File: src/rtl/rotary_encoder_interface_top_assert.svh
// Assertion macros used by the rotary encoder interface RTL.
`ifndef ROTARY_ENCODER_INTERFACE_TOP_ASSERT_SVH
`define ROTARY_ENCODER_INTERFACE_TOP_ASSERT_SVH

// Checks a property on every rising edge of clk_i outside reset.
`define REI_ASSERT(lbl, prop, msg) \
  lbl: assert property (@(posedge clk_i) disable iff (!rst_ni) prop) else $error(msg);

// Checks that a condition never holds on a rising edge of clk_i outside reset.
`define REI_ASSERT_NEVER(lbl, cond, msg) \
  lbl: assert property (@(posedge clk_i) disable iff (!rst_ni) !(cond)) else $error(msg);

`endif

File: src/rtl/rei_pkg.sv
// Types, constants and helper functions of the rotary encoder interface.
package rei_pkg;

  localparam int unsigned STEP_COUNT_WIDTH = 8;
  localparam int unsigned QUEUE_DEPTH      = 4;
  localparam int unsigned QPTR_W           = $clog2(QUEUE_DEPTH);
  localparam int unsigned QCNT_W           = $clog2(QUEUE_DEPTH + 1);
  localparam int unsigned IN_TDATA_W       = 40;
  localparam int unsigned OUT_TDATA_W      = 8;

  localparam logic [STEP_COUNT_WIDTH-1:0] STEP_MAX = '1;

  localparam logic [7:0] HIST_MASK    = 8'b1100_0011;
  localparam logic [7:0] HIST_RELEASE = 8'b0000_0011;
  localparam logic [7:0] HIST_PRESS   = 8'b1100_0000;
  localparam logic [7:0] HIST_ALL_UP  = 8'b1111_1111;
  localparam logic [7:0] HIST_ALL_DN  = 8'b0000_0000;

  localparam logic [15:0] LONG_PRESS_RESET = 16'd250;
  localparam logic [1:0]  PAIR_DETENT      = 2'b11;

  localparam logic REQ_ENCODER = 1'b0;
  localparam logic REQ_BUTTON  = 1'b1;

  localparam logic [1:0] EV_PLUS  = 2'd0;
  localparam logic [1:0] EV_MINUS = 2'd1;
  localparam logic [1:0] EV_SHORT = 2'd2;
  localparam logic [1:0] EV_LONG  = 2'd3;

  typedef enum logic [2:0] {
    PH_UP        = 3'b001,
    PH_DOWN      = 3'b010,
    PH_DOWN_LONG = 3'b100
  } phase_e;

  typedef struct packed {
    logic        is_button;
    logic        is_detent;
    logic [1:0]  pair;
    logic        level;
    logic [31:0] now_ms;
  } cmd_t;

  // Gray-code successor in the plus direction: 3, 1, 0, 2, 3.
  function automatic logic [1:0] plus_next(input logic [1:0] p);
    logic [1:0] n;
    case (p)
      2'd0:    n = 2'd2;
      2'd1:    n = 2'd0;
      2'd2:    n = 2'd3;
      default: n = 2'd1;
    endcase
    return n;
  endfunction

endpackage

File: src/rtl/rei_front.sv
// Front stage: accepts input beats, classifies them and registers a command.
module rei_front (
  input  logic                         clk_i,
  input  logic                         rst_ni,
  input  logic                         s_axis_tvalid_i,
  output logic                         s_axis_tready_o,
  input  logic [rei_pkg::IN_TDATA_W-1:0] s_axis_tdata_i,
  input  logic                         s_axis_tuser_i,
  output logic                         cmd_valid_o,
  input  logic                         cmd_ready_i,
  output rei_pkg::cmd_t                cmd_o
);
  import rei_pkg::*;

  logic cmd_valid_q, cmd_valid_d;
  cmd_t cmd_q, cmd_d;
  logic take;

  assign s_axis_tready_o = !cmd_valid_q || cmd_ready_i;
  assign take            = s_axis_tvalid_i && s_axis_tready_o;

  always_comb begin
    cmd_d       = cmd_q;
    cmd_valid_d = cmd_valid_q;
    if (take) begin
      cmd_valid_d     = 1'b1;
      cmd_d.is_button = (s_axis_tuser_i == REQ_BUTTON);
      cmd_d.pair      = s_axis_tdata_i[1:0] == 2'b00 ? 2'b00 :
                        {s_axis_tdata_i[0], s_axis_tdata_i[1]};
      cmd_d.is_detent = (s_axis_tuser_i == REQ_ENCODER) &&
                        (s_axis_tdata_i[1:0] == PAIR_DETENT);
      cmd_d.level     = s_axis_tdata_i[2];
      cmd_d.now_ms    = s_axis_tdata_i[34:3];
    end else if (cmd_ready_i) begin
      cmd_valid_d = 1'b0;
    end
  end

  always_ff @(posedge clk_i or negedge rst_ni) begin
    if (!rst_ni) begin
      cmd_valid_q <= 1'b0;
    end else begin
      cmd_valid_q <= cmd_valid_d;
    end
  end

  always_ff @(posedge clk_i) begin
    cmd_q <= cmd_d;
  end

  assign cmd_valid_o = cmd_valid_q;
  assign cmd_o       = cmd_q;

endmodule

File: src/rtl/rei_queue.sv
// Short command queue between the front and back stages.
module rei_queue (
  input  logic          clk_i,
  input  logic          rst_ni,
  input  logic          in_valid_i,
  output logic          in_ready_o,
  input  rei_pkg::cmd_t in_cmd_i,
  output logic          out_valid_o,
  input  logic          out_ready_i,
  output rei_pkg::cmd_t out_cmd_o
);
  import rei_pkg::*;

  cmd_t              mem_q [QUEUE_DEPTH];
  logic [QPTR_W-1:0] wr_ptr_q, wr_ptr_d, rd_ptr_q, rd_ptr_d;
  logic [QCNT_W-1:0] count_q, count_d;
  logic              push, pop;

  assign in_ready_o  = (count_q != QCNT_W'(QUEUE_DEPTH));
  assign out_valid_o = (count_q != '0);
  assign push        = in_valid_i && in_ready_o;
  assign pop         = out_valid_o && out_ready_i;
  assign out_cmd_o   = mem_q[rd_ptr_q];

  always_comb begin
    wr_ptr_d = push ? wr_ptr_q + 1'b1 : wr_ptr_q;
    rd_ptr_d = pop ? rd_ptr_q + 1'b1 : rd_ptr_q;
    count_d  = count_q;
    if (push && !pop) begin
      count_d = count_q + 1'b1;
    end else if (pop && !push) begin
      count_d = count_q - 1'b1;
    end
  end

  always_ff @(posedge clk_i or negedge rst_ni) begin
    if (!rst_ni) begin
      wr_ptr_q <= '0;
      rd_ptr_q <= '0;
      count_q  <= '0;
    end else begin
      wr_ptr_q <= wr_ptr_d;
      rd_ptr_q <= rd_ptr_d;
      count_q  <= count_d;
    end
  end

  always_ff @(posedge clk_i) begin
    if (push) begin
      mem_q[wr_ptr_q] <= in_cmd_i;
    end
  end

endmodule

File: src/rtl/rei_back.sv
// Back stage: encoder and button state, event generation and output register.
module rei_back (
  input  logic          clk_i,
  input  logic          rst_ni,
  input  logic          cmd_valid_i,
  output logic          cmd_ready_o,
  input  rei_pkg::cmd_t cmd_i,
  input  logic [15:0]   long_press_ms_i,
  output logic          evt_valid_o,
  input  logic          evt_ready_i,
  output logic [1:0]    evt_kind_o
);
  import rei_pkg::*;

  logic [1:0]                  last_q, last_d;
  logic [STEP_COUNT_WIDTH-1:0] plus_q, plus_d, minus_q, minus_d, plus_n, minus_n;
  logic [7:0]                  hist_q, hist_d, hist_n, hist_m;
  phase_e                      phase_q, phase_d;
  logic [31:0]                 start_q, start_d, held;
  logic                        out_valid_q, out_valid_d;
  logic [1:0]                  out_kind_q, out_kind_d;
  logic                        exec, emit;
  logic [1:0]                  kind;

  assign cmd_ready_o = !out_valid_q || evt_ready_i;
  assign exec        = cmd_valid_i && cmd_ready_o;

  always_comb begin
    last_d  = last_q;
    plus_d  = plus_q;
    minus_d = minus_q;
    hist_d  = hist_q;
    phase_d = phase_q;
    start_d = start_q;
    plus_n  = plus_q;
    minus_n = minus_q;
    hist_n  = {hist_q[6:0], cmd_i.level};
    hist_m  = hist_n & HIST_MASK;
    held    = '0;
    emit    = 1'b0;
    kind    = EV_PLUS;
    if (exec && !cmd_i.is_button) begin
      if (cmd_i.pair == plus_next(last_q)) begin
        if (plus_q != STEP_MAX) plus_n = plus_q + 1'b1;
      end else if (last_q == plus_next(cmd_i.pair)) begin
        if (minus_q != STEP_MAX) minus_n = minus_q + 1'b1;
      end
      last_d = cmd_i.pair;
      if (cmd_i.is_detent) begin
        if (plus_n > minus_n) begin
          emit = 1'b1;
          kind = EV_PLUS;
        end else if (plus_n < minus_n) begin
          emit = 1'b1;
          kind = EV_MINUS;
        end
        plus_d  = '0;
        minus_d = '0;
      end else begin
        plus_d  = plus_n;
        minus_d = minus_n;
      end
    end else if (exec) begin
      hist_d = hist_n;
      if (hist_m == HIST_RELEASE) begin
        hist_d = HIST_ALL_UP;
        if (phase_q == PH_DOWN) begin
          emit = 1'b1;
          kind = EV_SHORT;
        end
        phase_d = PH_UP;
      end else if (hist_m == HIST_PRESS) begin
        hist_d  = HIST_ALL_DN;
        phase_d = PH_DOWN;
        start_d = cmd_i.now_ms;
      end
      held = cmd_i.now_ms - start_d;
      if (phase_d == PH_DOWN && !emit && held > {16'd0, long_press_ms_i}) begin
        phase_d = PH_DOWN_LONG;
        emit    = 1'b1;
        kind    = EV_LONG;
      end
    end
  end

  always_comb begin
    out_valid_d = out_valid_q;
    out_kind_d  = out_kind_q;
    if (exec && emit) begin
      out_valid_d = 1'b1;
      out_kind_d  = kind;
    end else if (evt_ready_i) begin
      out_valid_d = 1'b0;
    end
  end

  always_ff @(posedge clk_i or negedge rst_ni) begin
    if (!rst_ni) begin
      last_q      <= PAIR_DETENT;
      plus_q      <= '0;
      minus_q     <= '0;
      hist_q      <= HIST_ALL_UP;
      phase_q     <= PH_UP;
      start_q     <= '0;
      out_valid_q <= 1'b0;
    end else begin
      last_q      <= last_d;
      plus_q      <= plus_d;
      minus_q     <= minus_d;
      hist_q      <= hist_d;
      phase_q     <= phase_d;
      start_q     <= start_d;
      out_valid_q <= out_valid_d;
    end
  end

  always_ff @(posedge clk_i) begin
    out_kind_q <= out_kind_d;
  end

  assign evt_valid_o = out_valid_q;
  assign evt_kind_o  = out_kind_q;

`include "rotary_encoder_interface_top_assert.svh"

  `REI_ASSERT(a_detent_clears, exec && !cmd_i.is_button && cmd_i.is_detent |=> plus_q == '0 && minus_q == '0, "step counters not cleared at detent")
  `REI_ASSERT(a_no_long_from_up, phase_q == PH_UP |=> phase_q != PH_DOWN_LONG, "long hold reached without a press")
  `REI_ASSERT(a_short_ends_up, exec && emit && kind == EV_SHORT |=> phase_q == PH_UP, "short click left the button down")
  `REI_ASSERT_NEVER(a_stalled_exec, exec && out_valid_q && !evt_ready_i, "command executed over a waiting event")

endmodule

File: src/rtl/rotary_encoder_interface_top.sv
// Rotary encoder interface: quadrature decoding and push-button click detection.
// Input stream: one beat per encoder sample or button tick. tuser selects the
// kind (0 encoder sample, 1 button tick); tdata carries phase levels, switch
// level and the millisecond time stamp.
// Output stream: one beat per turn or click event, event kind in tdata.
// Configuration: cfg_valid_i/cfg_ready_o load the long press time in ms;
// cfg_ready_o is always high and the value is used from the next beat on.
// Path: the edge that accepts an input beat loads the front register, and
// its event reaches the output through the queue and the event register.
// Throughput: one input beat per cycle while the receiver does not stall; the
// back stage updates its state once per cycle for each queued command.
// Reset clears the encoder to the detent state with empty counters, the
// button to released and the long press time to 250 ms.
// When the receiver stalls, the event register holds its beat, the back stage
// stops, the four-entry queue and front register fill, and then tready drops.
module rotary_encoder_interface_top (
  input  logic                          clk_i,
  input  logic                          rst_ni,
  input  logic                          s_axis_tvalid_i,
  output logic                          s_axis_tready_o,
  // phase_a [0], phase_b [1], switch_level [2], now_ms [34:3], zero [39:35]
  input  logic [rei_pkg::IN_TDATA_W-1:0]  s_axis_tdata_i,
  // req_type [0]
  input  logic                          s_axis_tuser_i,
  output logic                          m_axis_tvalid_o,
  input  logic                          m_axis_tready_i,
  // event_kind [1:0], zero [7:2]
  output logic [rei_pkg::OUT_TDATA_W-1:0] m_axis_tdata_o,
  input  logic                          cfg_valid_i,
  output logic                          cfg_ready_o,
  input  logic [15:0]                   cfg_data_i
);
  import rei_pkg::*;

  logic        f_valid, f_ready, q_valid, q_ready;
  cmd_t        f_cmd, q_cmd;
  logic [15:0] long_press_q;
  logic [1:0]  evt_kind;

  assign cfg_ready_o = 1'b1;

  always_ff @(posedge clk_i or negedge rst_ni) begin
    if (!rst_ni) begin
      long_press_q <= LONG_PRESS_RESET;
    end else if (cfg_valid_i) begin
      long_press_q <= cfg_data_i;
    end
  end

  rei_front u_front (
    .clk_i,
    .rst_ni,
    .s_axis_tvalid_i,
    .s_axis_tready_o,
    .s_axis_tdata_i,
    .s_axis_tuser_i,
    .cmd_valid_o (f_valid),
    .cmd_ready_i (f_ready),
    .cmd_o       (f_cmd)
  );

  rei_queue u_queue (
    .clk_i,
    .rst_ni,
    .in_valid_i  (f_valid),
    .in_ready_o  (f_ready),
    .in_cmd_i    (f_cmd),
    .out_valid_o (q_valid),
    .out_ready_i (q_ready),
    .out_cmd_o   (q_cmd)
  );

  rei_back u_back (
    .clk_i,
    .rst_ni,
    .cmd_valid_i     (q_valid),
    .cmd_ready_o     (q_ready),
    .cmd_i           (q_cmd),
    .long_press_ms_i (long_press_q),
    .evt_valid_o     (m_axis_tvalid_o),
    .evt_ready_i     (m_axis_tready_i),
    .evt_kind_o      (evt_kind)
  );

  assign m_axis_tdata_o = {(OUT_TDATA_W - 2)'(0), evt_kind};

endmodule
File: config.mk
export PLATFORM = sky130hd
export DESIGN_NAME = rotary_encoder_interface_top
export DESIGN_NICKNAME = d
export VERILOG_FILES = /design/src/rtl/rei_pkg.sv /design/src/rtl/rei_front.sv /design/src/rtl/rei_queue.sv /design/src/rtl/rei_back.sv /design/src/rtl/rotary_encoder_interface_top.sv
export VERILOG_INCLUDE_DIRS = /design/src /design/src/rtl
export SDC_FILE = /design/constraint.sdc
export NUM_CORES = 1
export LEC_CHECK = 0
export ABC_AREA = 1
export BUFFER_PORTS_ARGS = -buffer_cell sky130_fd_sc_hd__buf_4
export CORE_UTILIZATION = 40
export CTS_BUF_LIST = sky130_fd_sc_hd__clkbuf_8
export DETAILED_ROUTE_END_ITERATION = 8
export GPL_TIMING_DRIVEN = 0
export HOLD_SLACK_MARGIN = 0.02
export SYNTH_ARGS = -nofsm -noshare
export SYNTH_HDL_FRONTEND = slang
export SYNTH_SLANG_ARGS = --single-unit
File: constraint.sdc
create_clock -name clk_i -period 9.15 [get_ports clk_i]
set_input_delay 1.83 -clock clk_i [delete_from_list [all_inputs] [get_ports clk_i]]
set_output_delay 1.83 -clock clk_i [all_outputs]
set_load 0.01 [all_outputs]
==> results of run 1 <==
-- kinds of logic after synthesis --
logic type                 Yosys count  share of synthesized area
AOI/OAI and AO/OA                  251                      0.100
DFF                                272                      0.567
and+or+nand+nor                    590                      0.183
other                                2                   0.000548
xor gates and xnor gates            33                     0.0211
adders and majority gates           53                     0.0490
buffers and inverters              214                     0.0639
muxes                               21                     0.0154
-- cell usage after synthesis, drive strengths merged, types with 3 or more instances --
library cell and n:
edfxtp 187, dfrtp 69, xnor2 4, mux2i 20
a21boi 3, nor2 119, xor2 29, inv 163
nand3 72, buf 23, ha 52, a21oi 58
nand4 11, o211ai 4, a211oi 3, o21ai 137
nand2 360, o22ai 32, a32o 5, clkbuf 26
nand3b 9, dfstp 16, nor3 13
-- flip-flops by register name, indices dropped and copies added, names as in the netlist, 3 cells and up --
| register | flops |
|---|---|
| long_press_q | 16 |
| u_back.plus_q | 8 |
| u_front.cmd_o | 37 |
| u_back.minus_q | 8 |
| u_queue.mem_q | 148 |
| u_back.phase_q | 3 |
| u_back.hist_q | 7 |
| u_queue.count_q | 3 |
| u_back.start_q | 32 |
-- stage by stage --
step | cell area, µm² | hold slack [ns] | util
2_1_floorplan | 13700 | 0.448 | -
3_3_place_gp | 14700 | 0.462 | 0.438
3_5_place_dp | 14900 | 0.473 | 0.442
4_1_cts | 15700 | 0.486 | 0.467
5_1_grt | 15700 | 0.500 | 0.467
6_report | 15700 | 0.483 | 0.467
-- area by class of cell --
cell class,instances,area (µm²),area share
multi-input combinational,955,5110,0.326
timing repair buffer,66,563,0.0359
clock buffer,48,661,0.0421
sequential,272,7760,0.494
inverter,165,619,0.0394
buffer,49,256,0.0163
clock inverter,34,168,0.0107
tap,448,561,0.0357
-- path summary, 6_finish.rpt --
check,endpoint,slack [ns],depth (start not counted)
hold / removal,u_back.start_q[26],0.48,2
max in group asynchronous,u_back.start_q[25],6.97,1
setup / recovery,u_back.evt_kind_o[0],3.24,34
min in group asynchronous,u_queue.wr_ptr_q[0],1.44,1
setup reg to reg,u_back.evt_kind_o[0],3.24,34
hold reg to reg,u_back.start_q[26],0.48,2
-- routing by layer --
layer | GRT usage | vias to the layer above | share of wire
met4 | 0.0523 | 0 | 0.020
li1 | - | 5084 | -
met3 | 0.0293 | 47 | 0.040
met1 | 0.249 | 4749 | 0.48
met2 | 0.292 | 192 | 0.46
met5 | 0 | - | 0
-- tightest hold or removal path: cells and delay by family (launching register included) --
family             cells  cell delay [ns]
AOI/OAI and AO/OA      1             0.06
DFF                    1             0.34
and+or+nand+nor        1             0.05
==> impl_metrics.tcl, run 1 <==
set metrics [dict create \
    yosysSeqAreaShare 0.567 \
    dp_cells 1954 \
    fp-row-count 67 \
    instances_no_fill 2037 \
    vias 10100 \
    status "finished, final reports clean" \
    fin_nets 1671 \
    grt_pass1_wl_um 50300 \
    cp.required_ns 9.48 \
    cap_violations 0 \
    critPathLaunchType "flip-flop" \
    clk-insertion-delay-late_ns 0.60 \
    post_cts_resize_count 0 \
    max_freq_mhz 169 \
    finalHoldViolations 0 \
    nFillCells 3196 \
    syn_avg_cell_area_um2 9.54 \
    max-slew-margin-rel 0.262 \
    fin_crit_ns 5.91 \
    max_stage_delay_ns 0.52 \
    synth_edf_count 187 \
    min_from "u_back.start_q[26]" \
    worstPathArrival_ns 6.24 \
    grt_max_degree 86 \
    worst_slew_pin_slew_ns 1.11 \
    grt-ovfl-total 0 \
    yosysTopAreaCellShare 0.410 \
    gp_congestion 0.868 \
    drive_gt1_frac 0.126 \
    hp-class "flip-flop to flip-flop" \
    antennaDiodeCount 0 \
    setup_tns_ns 0 \
    dp_slack_ns 3.23 \
    port-buffer-count 60 \
    drt_iter0_drc 619 \
    routedWlPerCell_um 15.1 \
    io_pins 73 \
    postCtsSetupBuffers 0 \
    cts_hold_buffers 0 \
    synth_cells 1436 \
    coreArea_um2 33600 \
    cp_top_family "simple AND/OR/NAND/NOR gates" \
    initial_core_util 0.407 \
    finalMaxSlewViolations 0 \
    yosys_warnings 0 \
    setup_viol 0 \
    area_growth_pct 14.6 \
    first_pass_iters 5 \
    startpoint "u_queue.rd_ptr_q[1]" \
    slowest_stage "clkbuf_1" \
    crit_type "flip-flop to flip-flop" \
    final_cell_mix "nand2_1 (352), edfxtp_1 (187), inv_1 (173)" \
    rsz0062_at_grt "no" \
    synth_area_um2 13700 \
    cp_num_buf_inv 6 \
    die-area_um2 35000 \
    grt_pass1_vias 9886 \
    mostFrequentLayoutCell "nand2_1" \
    grt_usage 0.180 \
    clk_pin_slew_worst_paths_ns 0.06 \
    cts_tree "built" \
    path_max_fanout 10 \
    ys_ff_latch 272 \
    clockBufferDepth 3 \
    wl_um 30700 \
    fin_crit_sh 0.646 \
    crit_top_cell "nand2_1" \
    ys.flop_type "edfxtp_1" \
    skew_ns 0.0379 \
    fin_ws_ns 3.24 \
    clock_sinks 272 \
    ys_types 50 \
    drc 0 \
    cts_max_level 2 \
    end_kind "flip-flop" \
    yosysTopAreaCell "edfxtp_1" \
    async_reset_ff_frac 0.313 \
    hpwlAfterDp_um 22400 \
    reg2reg_from "u_queue.rd_ptr_q[1]" \
    post_drt_via_cell_ratio 4.94 \
    dieWidth_um 187 \
    cts_buffers 47 \
    die_h_um 187 \
    synthTopCellsByArea "edfxtp_1 (41%), dfrtp_1 (13%), nand2_1 (9.6%)" \
    antenna_found_initial 0 \
    antenna_left 0 \
    cts_root_buf "clkbuf_8" \
]
Power of run 1 is left out: the tool's default activity adds up to more than one toggle a clock period on the data nets, which glitch-free logic cannot reach.
==> run 2, diff against run 1 <==
- clock period: 9.15 -> 5.4 ns (I/O delays scaled with it)
==> impl_metrics.tcl, run 2 (synthesis results as in run 1) <==
set metrics [dict create \
    status "finished, final reports clean" \
    dieWidth_um 187 \
    max_freq_mhz 201 \
    area_growth_pct 15.3 \
    routedWlPerCell_um 15.3 \
    min_from "u_back.start_q[26]" \
    grt_usage 0.180 \
    fin_crit_sh 0.923 \
    wl_um 31000 \
    startpoint "u_queue.rd_ptr_q[1]" \
    antennaDiodeCount 0 \
    skew_ns 0.0339 \
    largest_reg_flops 148 \
    drc 0 \
    hold_end "u_back.start_q[26]" \
    path_max_fanout 10 \
    antenna_left 0 \
    grt_max_degree 86 \
    regMostFlops "u_queue.mem_q" \
    finalMaxSlewViolations 0 \
    fin_crit_ns 4.99 \
    grt-ovfl-total 0 \
    gp_congestion 0.868 \
    hpwlAfterDp_um 22400 \
    crit_type "flip-flop to flip-flop" \
    antenna_found_initial 0 \
    max-slew-margin-rel 0.257 \
    end_kind "flip-flop" \
    hp-class "flip-flop to flip-flop" \
    cp_top_family "simple AND/OR/NAND/NOR gates" \
    instances_no_fill 2033 \
    fin_nets 1667 \
    dp_cells 1954 \
    rr_worst_depth 28 \
    setup_tns_ns 0 \
    io_pins 73 \
    drive_gt1_frac 0.135 \
    drt_iter0_drc 548 \
    clk-insertion-delay-late_ns 0.59 \
    die-area_um2 35000 \
    post_drt_via_cell_ratio 4.94 \
    worstPathArrival_ns 5.32 \
    cts_tree "built" \
    crit_top_cell "nand2_1" \
    worstHoldPathCells 2 \
    reg2reg_slack_ns 0.41 \
    coreArea_um2 33600 \
    port-buffer-count 60 \
    clockBufferDepth 3 \
    post-route-util 0.470 \
    initial_core_util 0.407 \
    final_cell_mix "nand2_1 (350), edfxtp_1 (187), inv_1 (173)" \
    nFillCells 3177 \
    finalHoldViolations 0 \
    r2r-end "u_back.evt_kind_o[0]" \
    slowest_stage "dfrtp_1" \
    vias 10100 \
    critPathLaunchType "flip-flop" \
    setup_viol 0 \
    clk_pin_slew_worst_paths_ns 0.06 \
    clock_sinks 272 \
    grt_pass1_wl_um 50400 \
    mostFrequentLayoutCell "nand2_1" \
    fp-row-count 67 \
    cp_num_buf_inv 2 \
    worst_slew_pin_slew_ns 1.11 \
    cts_hold_buffers 0 \
    cts_buffers 47 \
    max_stage_delay_ns 0.51 \
    cts_root_buf "clkbuf_8" \
    cap_violations 0 \
    cp.required_ns 5.73 \
    die_h_um 187 \
    cts_max_level 2 \
    reg2reg_from "u_queue.rd_ptr_q[1]" \
    grt_pass1_vias 9870 \
    first_pass_iters 5 \
]
run 2: cell types whose count changed in the layout (fill, tap and decap cells not counted), moves of 2 or more:
cell      change
clkbuf_1      -9
buf_2         -4
clkbuf_2      +4
o22ai_1       -3
o22ai_2       +3
buf_12        +2
buf_4         +2
clkbuf_4      +2
ha_1          -2
ha_2          +2
nand2_1       -2
nand2_2       +2
run 2: worst max path at each step:
stage                            to  depth (start not counted)
2_1_floorplan  u_back.evt_kind_o[0]                         38
3_3_place_gp   u_back.evt_kind_o[1]                         38
3_5_place_dp   u_back.evt_kind_o[0]                         38
4_1_cts        u_back.evt_kind_o[1]                         37
5_1_grt        u_back.evt_kind_o[1]                         28
6_report       u_back.evt_kind_o[0]                         28
run 2: worst register-to-register path: cells and delay by family (launching register included):
kind / cells / cell delay, ns
XOR/XNOR: 1 / 0.22
adder cells (fa/ha/maj): 2 / 0.69
AND/OR/NAND/NOR: 18 / 2.00
multiplexers: 1 / 0.13
AO/OA/AOI/OAI: 4 / 0.60
buffers and inverters: 2 / 0.61
flip-flops: 1 / 0.51
run 2: cell type report:
class / instances / area [µm²] / share of cell area
inverter: 165 / 622 / 0.0394
clock inverter: 34 / 168 / 0.0106
timing repair buffer: 68 / 596 / 0.0377
clock buffer: 48 / 661 / 0.0418
multi-input combinational: 955 / 5150 / 0.326
buffer: 43 / 270 / 0.0171
tap: 448 / 561 / 0.0355
sequential: 272 / 7760 / 0.492
run 2: per-layer routing:
metal  wire (µm)  share of wire  vias to the layer above  GRT usage
met4         616          0.020                        0     0.0523
met2       14400           0.46                      178      0.293
met3        1190          0.038                       47     0.0293
met5           0              0                        -          0
met1       14900           0.48                     4753      0.248
li1            -              -                     5072          -
run 2: what timing repair did:
item,in CTS,in global routing
cloned,0,1
endpoints found under the setup margin,7,7
pin swaps,0,1
gates resized for setup,9,24
setup buffers,0,1
run 2: per-stage QoR:
stage | hold WS [ns] | worst slack, ns | cell area (µm²)
after global placement | 0.462 | -0.462 | 14700
after detailed placement | 0.473 | -0.519 | 14900
final | 0.483 | 0.414 | 15800
after CTS | 0.486 | 0.0214 | 15700
after global routing | 0.500 | -0.0219 | 15800
after floorplan | 0.448 | 0.830 | 13700
Power of run 2 is left out for the same reason.
